### src/rtl/erate_pkg.sv
// ----------------------------------------------------------------------------
// erate_pkg
// Shared types, constants and helpers of the error rate tracker: Q1.16
// fraction type, register indexes, class codes, controller states and the
// command bundle from controller to datapath.
// ----------------------------------------------------------------------------
`default_nettype none

package erate_pkg;

	// fractions are unsigned Q1.16 held in 17 bits, 65536 is one
	localparam int unsigned Q_W     = 17;
	localparam int unsigned CNT_W   = 32;
	localparam int unsigned IDX_W   = 3;
	localparam int unsigned PROD_W  = 36;

	typedef logic [Q_W-1:0]   q16_t;
	typedef logic [CNT_W-1:0] cnt_t;
	typedef logic [IDX_W-1:0] cfg_idx_t;

	localparam q16_t ONE_Q16     = 17'd65536;
	localparam q16_t HALF_Q16    = 17'd32768;
	localparam q16_t QUARTER_Q16 = 17'd16384;
	localparam q16_t ZERO_Q16    = 17'd0;

	// reset values of the forget factor registers
	localparam q16_t GEN_FORGET_RST   = 17'd3277;
	localparam q16_t LOCAL_FORGET_RST = 17'd197;
	localparam q16_t GOOD_FORGET_RST  = 17'd3277;
	localparam q16_t BAD_FORGET_RST   = 17'd3277;

	localparam cnt_t CNT_MAX = '1;

	// configuration register indexes
	localparam cfg_idx_t REG_GEN_FORGET   = 3'd0;
	localparam cfg_idx_t REG_LOCAL_FORGET = 3'd1;
	localparam cfg_idx_t REG_GOOD_FORGET  = 3'd2;
	localparam cfg_idx_t REG_BAD_FORGET   = 3'd3;

	// target class codes
	typedef enum logic [1:0] {
		CLS_NONE   = 2'd0,
		CLS_GOOD   = 2'd1,
		CLS_BAD    = 2'd2,
		CLS_UNUSED = 2'd3
	} class_t;

	// controller states
	typedef enum logic [2:0] {
		ST_IDLE,
		ST_CLS,
		ST_RMIN,
		ST_RMAX,
		ST_FIN
	} state_t;

	// operand selection of the shared blend multiplier
	typedef enum logic [1:0] {
		MUL_GEN,
		MUL_CLS,
		MUL_RMIN,
		MUL_RMAX
	} mul_sel_t;

	// command bundle from controller to datapath
	typedef struct packed {
		logic     accept;
		logic     mul_en;
		mul_sel_t mul_sel;
		logic     wr_gen;
		logic     wr_cls;
		logic     wr_rmin;
		logic     wr_rmax;
		logic     out_load;
	} cmd_t;

	// clamp a fraction at one
	function automatic q16_t sat_one(input q16_t v);
		return (v > ONE_Q16) ? ONE_Q16 : v;
	endfunction

endpackage

`default_nettype wire

### src/rtl/erate_ctrl.sv
// ----------------------------------------------------------------------------
// erate_ctrl
// Sequencer of the error rate tracker. Steps one request through the four
// blend operations of the shared multiplier and owns both handshakes.
// ----------------------------------------------------------------------------
`default_nettype none

module erate_ctrl (
	input  wire logic          clk,
	input  wire logic          arst_n,
	input  wire logic          in_valid,
	output logic               in_stall,
	output logic               out_valid,
	input  wire logic          out_stall,
	output erate_pkg::cmd_t    cmd
);
	import erate_pkg::*;

	state_t state_q;
	state_t state_nxt;
	logic   out_valid_q;
	logic   out_free;

	// output register can take a new result
	assign out_free = !out_valid_q || !out_stall;

	// state register
	always_ff @(posedge clk or negedge arst_n) begin
		if (!arst_n) begin
			state_q <= ST_IDLE;
		end else begin
			state_q <= state_nxt;
		end
	end

	// next state
	always_comb begin
		state_nxt = state_q;
		case (state_q)
			ST_IDLE: begin
				if (in_valid) begin
					state_nxt = ST_CLS;
				end
			end
			ST_CLS:  state_nxt = ST_RMIN;
			ST_RMIN: state_nxt = ST_RMAX;
			ST_RMAX: state_nxt = ST_FIN;
			ST_FIN: begin
				if (out_free) begin
					state_nxt = ST_IDLE;
				end
			end
			default: state_nxt = ST_IDLE;
		endcase
	end

	// command outputs
	always_comb begin
		cmd = '0;
		cmd.mul_sel = MUL_GEN;
		case (state_q)
			ST_IDLE: begin
				cmd.accept  = in_valid;
				cmd.mul_en  = in_valid;
				cmd.mul_sel = MUL_GEN;
			end
			ST_CLS: begin
				cmd.wr_gen  = 1'b1;
				cmd.mul_en  = 1'b1;
				cmd.mul_sel = MUL_CLS;
			end
			ST_RMIN: begin
				cmd.wr_cls  = 1'b1;
				cmd.mul_en  = 1'b1;
				cmd.mul_sel = MUL_RMIN;
			end
			ST_RMAX: begin
				cmd.wr_rmin = 1'b1;
				cmd.mul_en  = 1'b1;
				cmd.mul_sel = MUL_RMAX;
			end
			ST_FIN: begin
				cmd.wr_rmax  = out_free;
				cmd.out_load = out_free;
			end
			default: cmd = '0;
		endcase
	end

	// result valid flag
	always_ff @(posedge clk or negedge arst_n) begin
		if (!arst_n) begin
			out_valid_q <= 1'b0;
		end else if (cmd.out_load) begin
			out_valid_q <= 1'b1;
		end else if (!out_stall) begin
			out_valid_q <= 1'b0;
		end
	end

	assign in_stall  = (state_q != ST_IDLE);
	assign out_valid = out_valid_q;

endmodule

`default_nettype wire

### src/rtl/erate_dp.sv
// ----------------------------------------------------------------------------
// erate_dp
// Datapath of the error rate tracker: forget factor registers, tracker
// state, one shared blend multiplier with registered product, and the
// result register.
// ----------------------------------------------------------------------------
`default_nettype none

module erate_dp (
	input  wire logic                 clk,
	input  wire logic                 arst_n,
	input  wire erate_pkg::cmd_t      cmd,
	input  wire logic                 cfg_we,
	input  wire erate_pkg::cfg_idx_t  cfg_index,
	input  wire erate_pkg::q16_t      cfg_data,
	input  wire erate_pkg::q16_t      error_value,
	input  wire logic [1:0]           target_class,
	output erate_pkg::q16_t           gen_error_rate,
	output erate_pkg::q16_t           gen_min,
	output erate_pkg::q16_t           gen_max,
	output erate_pkg::q16_t           local_min,
	output erate_pkg::q16_t           local_max,
	output erate_pkg::q16_t           good_error_rate,
	output erate_pkg::q16_t           good_min,
	output erate_pkg::q16_t           good_max,
	output erate_pkg::q16_t           bad_error_rate,
	output erate_pkg::q16_t           best_mean_rate,
	output erate_pkg::cnt_t           steps_since_best,
	output erate_pkg::q16_t           reliance_weight
);
	import erate_pkg::*;

	// forget factor registers
	q16_t gen_forget_q, local_forget_q, good_forget_q, bad_forget_q;

	// tracker state
	q16_t overall_q, omin_q, omax_q, rmin_q, rmax_q;
	q16_t good_q, glow_q, ghigh_q, bad_q, best_q;
	cnt_t step_q;

	// latched request
	q16_t   err_q;
	class_t cls_q;

	// blend unit
	q16_t                     mul_v, mul_x, mul_f;
	logic signed [Q_W:0]      diff;
	logic signed [Q_W:0]      fs;
	logic signed [PROD_W-1:0] prod;
	logic signed [PROD_W-1:0] prod_s1;
	q16_t                     base_s1;
	logic [PROD_W-1:0]        rnd_full;
	q16_t                     blend_res;

	// class update helpers
	logic [Q_W:0] cls_sum;
	logic         improve;
	q16_t         rmax_nxt;
	logic [Q_W:0] rel_sum;

	// configuration writes
	always_ff @(posedge clk or negedge arst_n) begin
		if (!arst_n) begin
			gen_forget_q   <= GEN_FORGET_RST;
			local_forget_q <= LOCAL_FORGET_RST;
			good_forget_q  <= GOOD_FORGET_RST;
			bad_forget_q   <= BAD_FORGET_RST;
		end else if (cfg_we) begin
			case (cfg_index)
				REG_GEN_FORGET:   gen_forget_q   <= cfg_data;
				REG_LOCAL_FORGET: local_forget_q <= cfg_data;
				REG_GOOD_FORGET:  good_forget_q  <= cfg_data;
				REG_BAD_FORGET:   bad_forget_q   <= cfg_data;
				default: ;
			endcase
		end
	end

	// request latch
	always_ff @(posedge clk) begin
		if (cmd.accept) begin
			err_q <= sat_one(error_value);
			cls_q <= class_t'(target_class);
		end
	end

	// blend operand selection
	always_comb begin
		case (cmd.mul_sel)
			MUL_GEN: begin
				mul_v = overall_q;
				mul_x = sat_one(error_value);
				mul_f = sat_one(gen_forget_q);
			end
			MUL_CLS: begin
				mul_v = (cls_q == CLS_GOOD) ? good_q : bad_q;
				mul_x = err_q;
				mul_f = (cls_q == CLS_GOOD) ? sat_one(good_forget_q)
				                            : sat_one(bad_forget_q);
			end
			MUL_RMIN: begin
				mul_v = rmin_q;
				mul_x = overall_q;
				mul_f = sat_one(local_forget_q);
			end
			MUL_RMAX: begin
				mul_v = rmax_q;
				mul_x = overall_q;
				mul_f = sat_one(local_forget_q);
			end
			default: begin
				mul_v = overall_q;
				mul_x = err_q;
				mul_f = ZERO_Q16;
			end
		endcase
	end

	// v + f*(x - v), product registered
	assign diff = $signed({1'b0, mul_x}) - $signed({1'b0, mul_v});
	assign fs   = $signed({1'b0, mul_f});
	assign prod = fs * diff;

	always_ff @(posedge clk) begin
		if (cmd.mul_en) begin
			prod_s1 <= prod;
			base_s1 <= mul_v;
		end
	end

	// round half up, result known to fit in 17 bits so wrap is exact
	assign rnd_full  = prod_s1 + PROD_W'(HALF_Q16);
	assign blend_res = base_s1 + rnd_full[Q_W+15:16];

	// best mean check on the freshly updated class rate
	always_comb begin
		if (cls_q == CLS_GOOD) begin
			cls_sum = {1'b0, blend_res} + {1'b0, bad_q};
		end else begin
			cls_sum = {1'b0, good_q} + {1'b0, blend_res};
		end
		improve = (cls_sum < {best_q, 1'b0});
	end

	assign rmax_nxt = (overall_q > rmax_q) ? overall_q : blend_res;

	// tracker state updates
	always_ff @(posedge clk or negedge arst_n) begin
		if (!arst_n) begin
			overall_q <= HALF_Q16;
			omin_q    <= HALF_Q16;
			omax_q    <= ZERO_Q16;
			rmin_q    <= QUARTER_Q16;
			rmax_q    <= QUARTER_Q16;
			good_q    <= HALF_Q16;
			glow_q    <= HALF_Q16;
			ghigh_q   <= ZERO_Q16;
			bad_q     <= HALF_Q16;
			best_q    <= ONE_Q16;
			step_q    <= '0;
		end else begin
			// overall rate with global extremes and step count
			if (cmd.wr_gen) begin
				overall_q <= blend_res;
				if (blend_res < omin_q) begin
					omin_q <= blend_res;
				end
				if (blend_res > omax_q) begin
					omax_q <= blend_res;
				end
				if (step_q != CNT_MAX) begin
					step_q <= step_q + 1'b1;
				end
			end
			// class rate and best mean
			if (cmd.wr_cls && (cls_q == CLS_GOOD || cls_q == CLS_BAD)) begin
				if (cls_q == CLS_GOOD) begin
					good_q <= blend_res;
					if (blend_res < glow_q) begin
						glow_q <= blend_res;
					end
					if (blend_res > ghigh_q) begin
						ghigh_q <= blend_res;
					end
				end else begin
					bad_q <= blend_res;
				end
				if (improve) begin
					best_q <= cls_sum[Q_W:1];
					step_q <= '0;
				end
			end
			// local extremes
			if (cmd.wr_rmin) begin
				rmin_q <= (overall_q < rmin_q) ? overall_q : blend_res;
			end
			if (cmd.wr_rmax) begin
				rmax_q <= rmax_nxt;
			end
		end
	end

	// reliance weight from the class rates
	assign rel_sum = {1'b0, good_q} + {1'b0, bad_q};

	// result register
	always_ff @(posedge clk) begin
		if (cmd.out_load) begin
			gen_error_rate   <= overall_q;
			gen_min          <= omin_q;
			gen_max          <= omax_q;
			local_min        <= rmin_q;
			local_max        <= rmax_nxt;
			good_error_rate  <= good_q;
			good_min         <= glow_q;
			good_max         <= ghigh_q;
			bad_error_rate   <= bad_q;
			best_mean_rate   <= best_q;
			steps_since_best <= step_q;
			reliance_weight  <= (rel_sum >= {1'b0, ONE_Q16}) ? ZERO_Q16
			                    : Q_W'({1'b0, ONE_Q16} - rel_sum);
		end
	end

endmodule

`default_nettype wire

### src/rtl/error_rate_tracker_unit.sv
// ----------------------------------------------------------------------------
// error_rate_tracker_unit
// Classifier error rate tracker: smoothed overall, good-class and bad-class
// error rates with extremes, best mean with age, and reliance weight.
// ----------------------------------------------------------------------------
//
//  channel  | handshake                | payload
//  ---------+--------------------------+----------------------------------
//  in       | in_valid / in_stall      | error_value, target_class
//  out      | out_valid / out_stall    | twelve rate and counter fields
//  cfg      | cfg_we (no wait)         | cfg_index, cfg_data
//
//  A request runs from its accept through ST_CLS, ST_RMIN, ST_RMAX and
//  ST_FIN, as four dependent blends share one registered 18x18 multiplier.
//  in_stall is high from the accept until the result enters the output
//  register; a stalled output holds the last cycle until it is taken.
//  Reset restores all rates, extremes, counters and forget factors.
//
`default_nettype none

module error_rate_tracker_unit (
	input  wire logic                 clk,
	input  wire logic                 arst_n,
	input  wire logic                 in_valid,
	output logic                      in_stall,
	input  wire erate_pkg::q16_t      error_value,
	input  wire logic [1:0]           target_class,
	output logic                      out_valid,
	input  wire logic                 out_stall,
	output erate_pkg::q16_t           gen_error_rate,
	output erate_pkg::q16_t           gen_min,
	output erate_pkg::q16_t           gen_max,
	output erate_pkg::q16_t           local_min,
	output erate_pkg::q16_t           local_max,
	output erate_pkg::q16_t           good_error_rate,
	output erate_pkg::q16_t           good_min,
	output erate_pkg::q16_t           good_max,
	output erate_pkg::q16_t           bad_error_rate,
	output erate_pkg::q16_t           best_mean_rate,
	output erate_pkg::cnt_t           steps_since_best,
	output erate_pkg::q16_t           reliance_weight,
	input  wire logic                 cfg_we,
	input  wire erate_pkg::cfg_idx_t  cfg_index,
	input  wire erate_pkg::q16_t      cfg_data
);
	import erate_pkg::*;

	cmd_t cmd;

	// sequencer
	erate_ctrl u_ctrl (
		.clk       (clk),
		.arst_n    (arst_n),
		.in_valid  (in_valid),
		.in_stall  (in_stall),
		.out_valid (out_valid),
		.out_stall (out_stall),
		.cmd       (cmd)
	);

	// datapath
	erate_dp u_dp (
		.clk              (clk),
		.arst_n           (arst_n),
		.cmd              (cmd),
		.cfg_we           (cfg_we),
		.cfg_index        (cfg_index),
		.cfg_data         (cfg_data),
		.error_value      (error_value),
		.target_class     (target_class),
		.gen_error_rate   (gen_error_rate),
		.gen_min          (gen_min),
		.gen_max          (gen_max),
		.local_min        (local_min),
		.local_max        (local_max),
		.good_error_rate  (good_error_rate),
		.good_min         (good_min),
		.good_max         (good_max),
		.bad_error_rate   (bad_error_rate),
		.best_mean_rate   (best_mean_rate),
		.steps_since_best (steps_since_best),
		.reliance_weight  (reliance_weight)
	);

	// a request keeps the unit busy on the following cycle
	a_busy_after_accept: assert property (@(posedge clk) disable iff (!arst_n)
		(in_valid && !in_stall) |=> in_stall)
		else $error("unit not busy after accepting a request");

	// global extremes bracket the overall rate
	a_global_bracket: assert property (@(posedge clk) disable iff (!arst_n)
		out_valid |-> (gen_min <= gen_error_rate && gen_max >= gen_error_rate))
		else $error("global min/max do not bracket overall rate");

	// local extremes bracket the overall rate
	a_local_bracket: assert property (@(posedge clk) disable iff (!arst_n)
		out_valid |-> (local_min <= gen_error_rate && local_max >= gen_error_rate))
		else $error("local min/max do not bracket overall rate");

	// good-class extremes are ordered once a good request has been seen
	a_good_order: assert property (@(posedge clk) disable iff (!arst_n)
		(out_valid && good_max != ZERO_Q16) |->
			(good_min <= good_error_rate && good_max >= good_error_rate))
		else $error("good min/max do not bracket good rate");

endmodule

`default_nettype wire

### config.mk
export PLATFORM = sky130hd
export DESIGN_NAME = error_rate_tracker_unit
export DESIGN_NICKNAME = d
export VERILOG_FILES = /design/src/rtl/erate_pkg.sv /design/src/rtl/erate_ctrl.sv /design/src/rtl/erate_dp.sv /design/src/rtl/error_rate_tracker_unit.sv
export SDC_FILE = /design/constraint.sdc
export NUM_CORES = 2
export LEC_CHECK = 0
export BUFFER_PORTS_ARGS = -buffer_cell sky130_fd_sc_hd__buf_2
export CAP_MARGIN = 40
export CORE_ASPECT_RATIO = 1.4
export CORE_UTILIZATION = 45
export DETAILED_ROUTE_END_ITERATION = 12
export PLACE_DENSITY = 0.72
export SYNTH_ARGS = -nofsm -noshare
export SYNTH_HDL_FRONTEND = slang
export SYNTH_SLANG_ARGS = --single-unit
### constraint.sdc
create_clock -name clk -period 13.4 [get_ports clk]
set_input_delay 1.34 -clock clk [delete_from_list [all_inputs] [get_ports clk]]
set_output_delay 1.34 -clock clk [all_outputs]
set_load 0.01 [all_outputs]
==> results.py <==
metrics = {
    "run_status": {
        "outcome": "completed",
    },
    "clock_tree": {
        "clockRootBuffer": "clkbuf_16",
        "hold_buffers": 0,
        "clk_latency_ps": 630,
        "post_cts_resized": 0,
        "cts_setup_buffers": 0,
        "clk_pin_slew_ps": 60,
        "htree_num_levels": 2,
        "cts_tree": "yes",
        "cts_buffers": 53,
        "clockBufferDepth": 3,
        "cts.sinks": 547,
    },
    "synthesis": {
        "netlist-cell-type-count": 84,
        "syn_inst": 3378,
        "synth_ff_type": "edfxtp_1",
        "synth-edff-count": 273,
        "ys_ff_latch": 547,
        "synth_area_um2": 37110,
        "netlist.area_leader.share": 0.2209,
        "synth_area_leaders": "edfxtp_1 (22%), dfrtp_1 (16%), fa_1 (13%)",
        "synth_top_area_cell": "edfxtp_1",
        "postSynth.asyncResetShare": 0.5009,
        "ys_seq_area_frac": 0.4068,
        "avgSynthCellArea_um2": 10.99,
        "yosys_warnings": 0,
        "syn_nets": 3958,
    },
    "cells_and_area": {
        "final_nets": 4254,
        "fin_cells": 4792,
        "final_layout_size_suffix_gt1_frac": 0.2025,
        "num-fill-cells": 7154,
        "reg_top3": "u_dp.step_q x32, u_dp.steps_since_best x32, u_dp.prod_s1 x18",
        "layout-area-overhead-vs-synth_pct": 13.68,
    },
    "routing": {
        "drcViolationCount": 0,
        "drt_pre_antenna_iters": 7,
        "wl_per_cell_um": 19.92,
        "first_iter_violations": 1832,
        "num_vias": 26300,
        "drt-total-wl_mm": 95.43,
        "detail-route-antenna-nets": 0,
        "routed_via_density": 5.487,
    },
    "sta": {
        "min_period_over_period": 0.7979,
        "skew_ps": 27.29,
        "worst_pin_slew_ps": 999.1,
        "slew_viol_final": 0,
        "setup_viol": 0,
        "hold_viol": 0,
        "finalCriticalPeriod_ps": 10690,
        "holdWs_ps": 446.9,
        "maxSlewHeadroom": 0.3339,
        "final.setup.tns_ps": 0,
        "rsz0062_at_grt": "no",
        "fmax_mhz": 93.53,
    },
    "worst_setup_path": {
        "cp_max_fo": 19,
        "crit_path_max_incr_delay_ps": 800,
        "cp.arrival_ps": 11060,
        "worst_ep_required_time_ps": 13760,
        "start_kind": "flip-flop",
        "cp-end-kind": "flip-flop",
        "worstSetupPathType": "reg2reg",
        "crit_slowest_cell": "dfrtp_1",
        "cpMostUsedCell": "fa_1",
    },
    "placed_design": {
        "gp_congestion": 0.8931,
        "io_buffers": 264,
        "dp_cells": 4690,
        "hpwl_mm": 73.40,
    },
    "die": {
        "initial_core_util": 0.4548,
        "rows": 124,
        "num_io_pins": 265,
        "die-height_um": 341.8,
        "die-area_um2": 83640,
        "core_um2": 81610,
        "die_w_um": 244.7,
    },
    "global_route": {
        "grt_pass1_wl_mm": 149.2,
        "antenna_found_initial": 12,
        "grt_max_degree": 153,
        "overflow": 0,
        "grt_use_total": 0.2302,
        "grt_pass1_vias": 27190,
    },
    "job": {
        "maxCapViolCount": 0,
    },
    "worst_hold_path": {
        "min_path_type": "reg2reg",
    },
}
[placed cells by master (no fill, tap or decap), types with 44 or more instances in the layout]
cell and instances:
dfrtp_1 241, a21oi_1 92, edfxtp_1 273, nor3_1 44
fa_1 243, xnor2_1 78, nor2b_1 52, mux2_2 223
inv_1 490, nor2_1 206, nand2b_1 49, buf_2 263
nand2_1 276, ha_1 292, a21o_1 49, buf_4 58
nand3_1 44, o21ai_0 80, clkbuf_16 53, and2_1 51
[critical path: cells and delay by family, from the launching register on]
kind / cells / cell delay, ps
AO/OA/AOI/OAI: 14 / 3410
buffers and inverters: 6 / 740
flip-flops: 1 / 800
AND/OR/NAND/NOR: 6 / 1300
adder cells (fa/ha/maj): 8 / 3760
XOR/XNOR: 2 / 410
[cell usage after synthesis, drive strengths merged, types with 51 or more instances]
cell type	number
inv	490
ha	293
nand2	276
edfxtp	273
fa	243
dfrtp	241
mux2	223
nor2	211
o21ai	104
a21oi	99
xnor2	87
clkbuf	77
nor2b	52
and2	51
[routing by layer]
metal  share of wire  vias to the layer above  track usage
met5          0.0012                        -            0
met4           0.051                       18       0.1128
met3           0.059                      249      0.03592
met2            0.50                      872       0.4062
met1            0.39                    13070       0.2714
li1                -                    12090            -
[kinds of logic after synthesis]
| family | Yosys count | synth area share |
|---|---|---|
| AND/OR/NAND/NOR | 862 | 0.1126 |
| buffers and inverters | 593 | 0.06072 |
| flip-flops | 547 | 0.4068 |
| adder cells (fa/ha/maj) | 536 | 0.2299 |
| AO/OA/AOI/OAI | 450 | 0.08152 |
| multiplexers | 260 | 0.07764 |
| XOR/XNOR | 130 | 0.03088 |
[through the flow]
step           cell area [um2]    util  setup slack, ps
2_1_floorplan            37110       -             3413
3_3_place_gp             39980  0.4899             2095
3_5_place_dp             40370  0.4947             2138
4_1_cts                  42180  0.5169             2775
5_1_grt                  42180  0.5169             2103
6_report                 42190  0.5170             2708
[path summary, 6_finish.rpt]
check / start / endpoint / slack [ps] / cells after the start
setup / recovery: u_ctrl.state_q[1]$_DFFE_PN0P_ / u_dp.prod_s1[30]$_DFFE_PP_ / 2710 / 36
hold / removal: u_dp.glow_q[1]$_DFFE_PN0P_ / u_dp.good_min[1]$_DFFE_PP_ / 450 / 0
setup reg to reg: u_ctrl.state_q[1]$_DFFE_PN0P_ / u_dp.prod_s1[30]$_DFFE_PP_ / 2710 / 36
hold reg to reg: u_dp.glow_q[1]$_DFFE_PN0P_ / u_dp.good_min[1]$_DFFE_PP_ / 450 / 0
max in group asynchronous: arst_n / u_dp.overall_q[14]$_DFFE_PN0N_ / 11060 / 2
min in group asynchronous: arst_n / u_dp.good_forget_q[1]$_DFFE_PN0P_ / 830 / 1
[final cells by class]
type	instances	area, um2	area share
diodes	2	5.005	0.0001186
clock buffers	70	1490	0.03532
clock inverters	30	324.1	0.007681
inverters	491	1843	0.04368
multi-input cells	2238	19980	0.4736
flip-flops and latches	547	15100	0.3578
well taps	1071	1340	0.03176
repair buffers	343	2111	0.05003
Power is left out: the tool's default activity adds up to more than one toggle a clock period on the data nets, which glitch-free logic cannot reach.
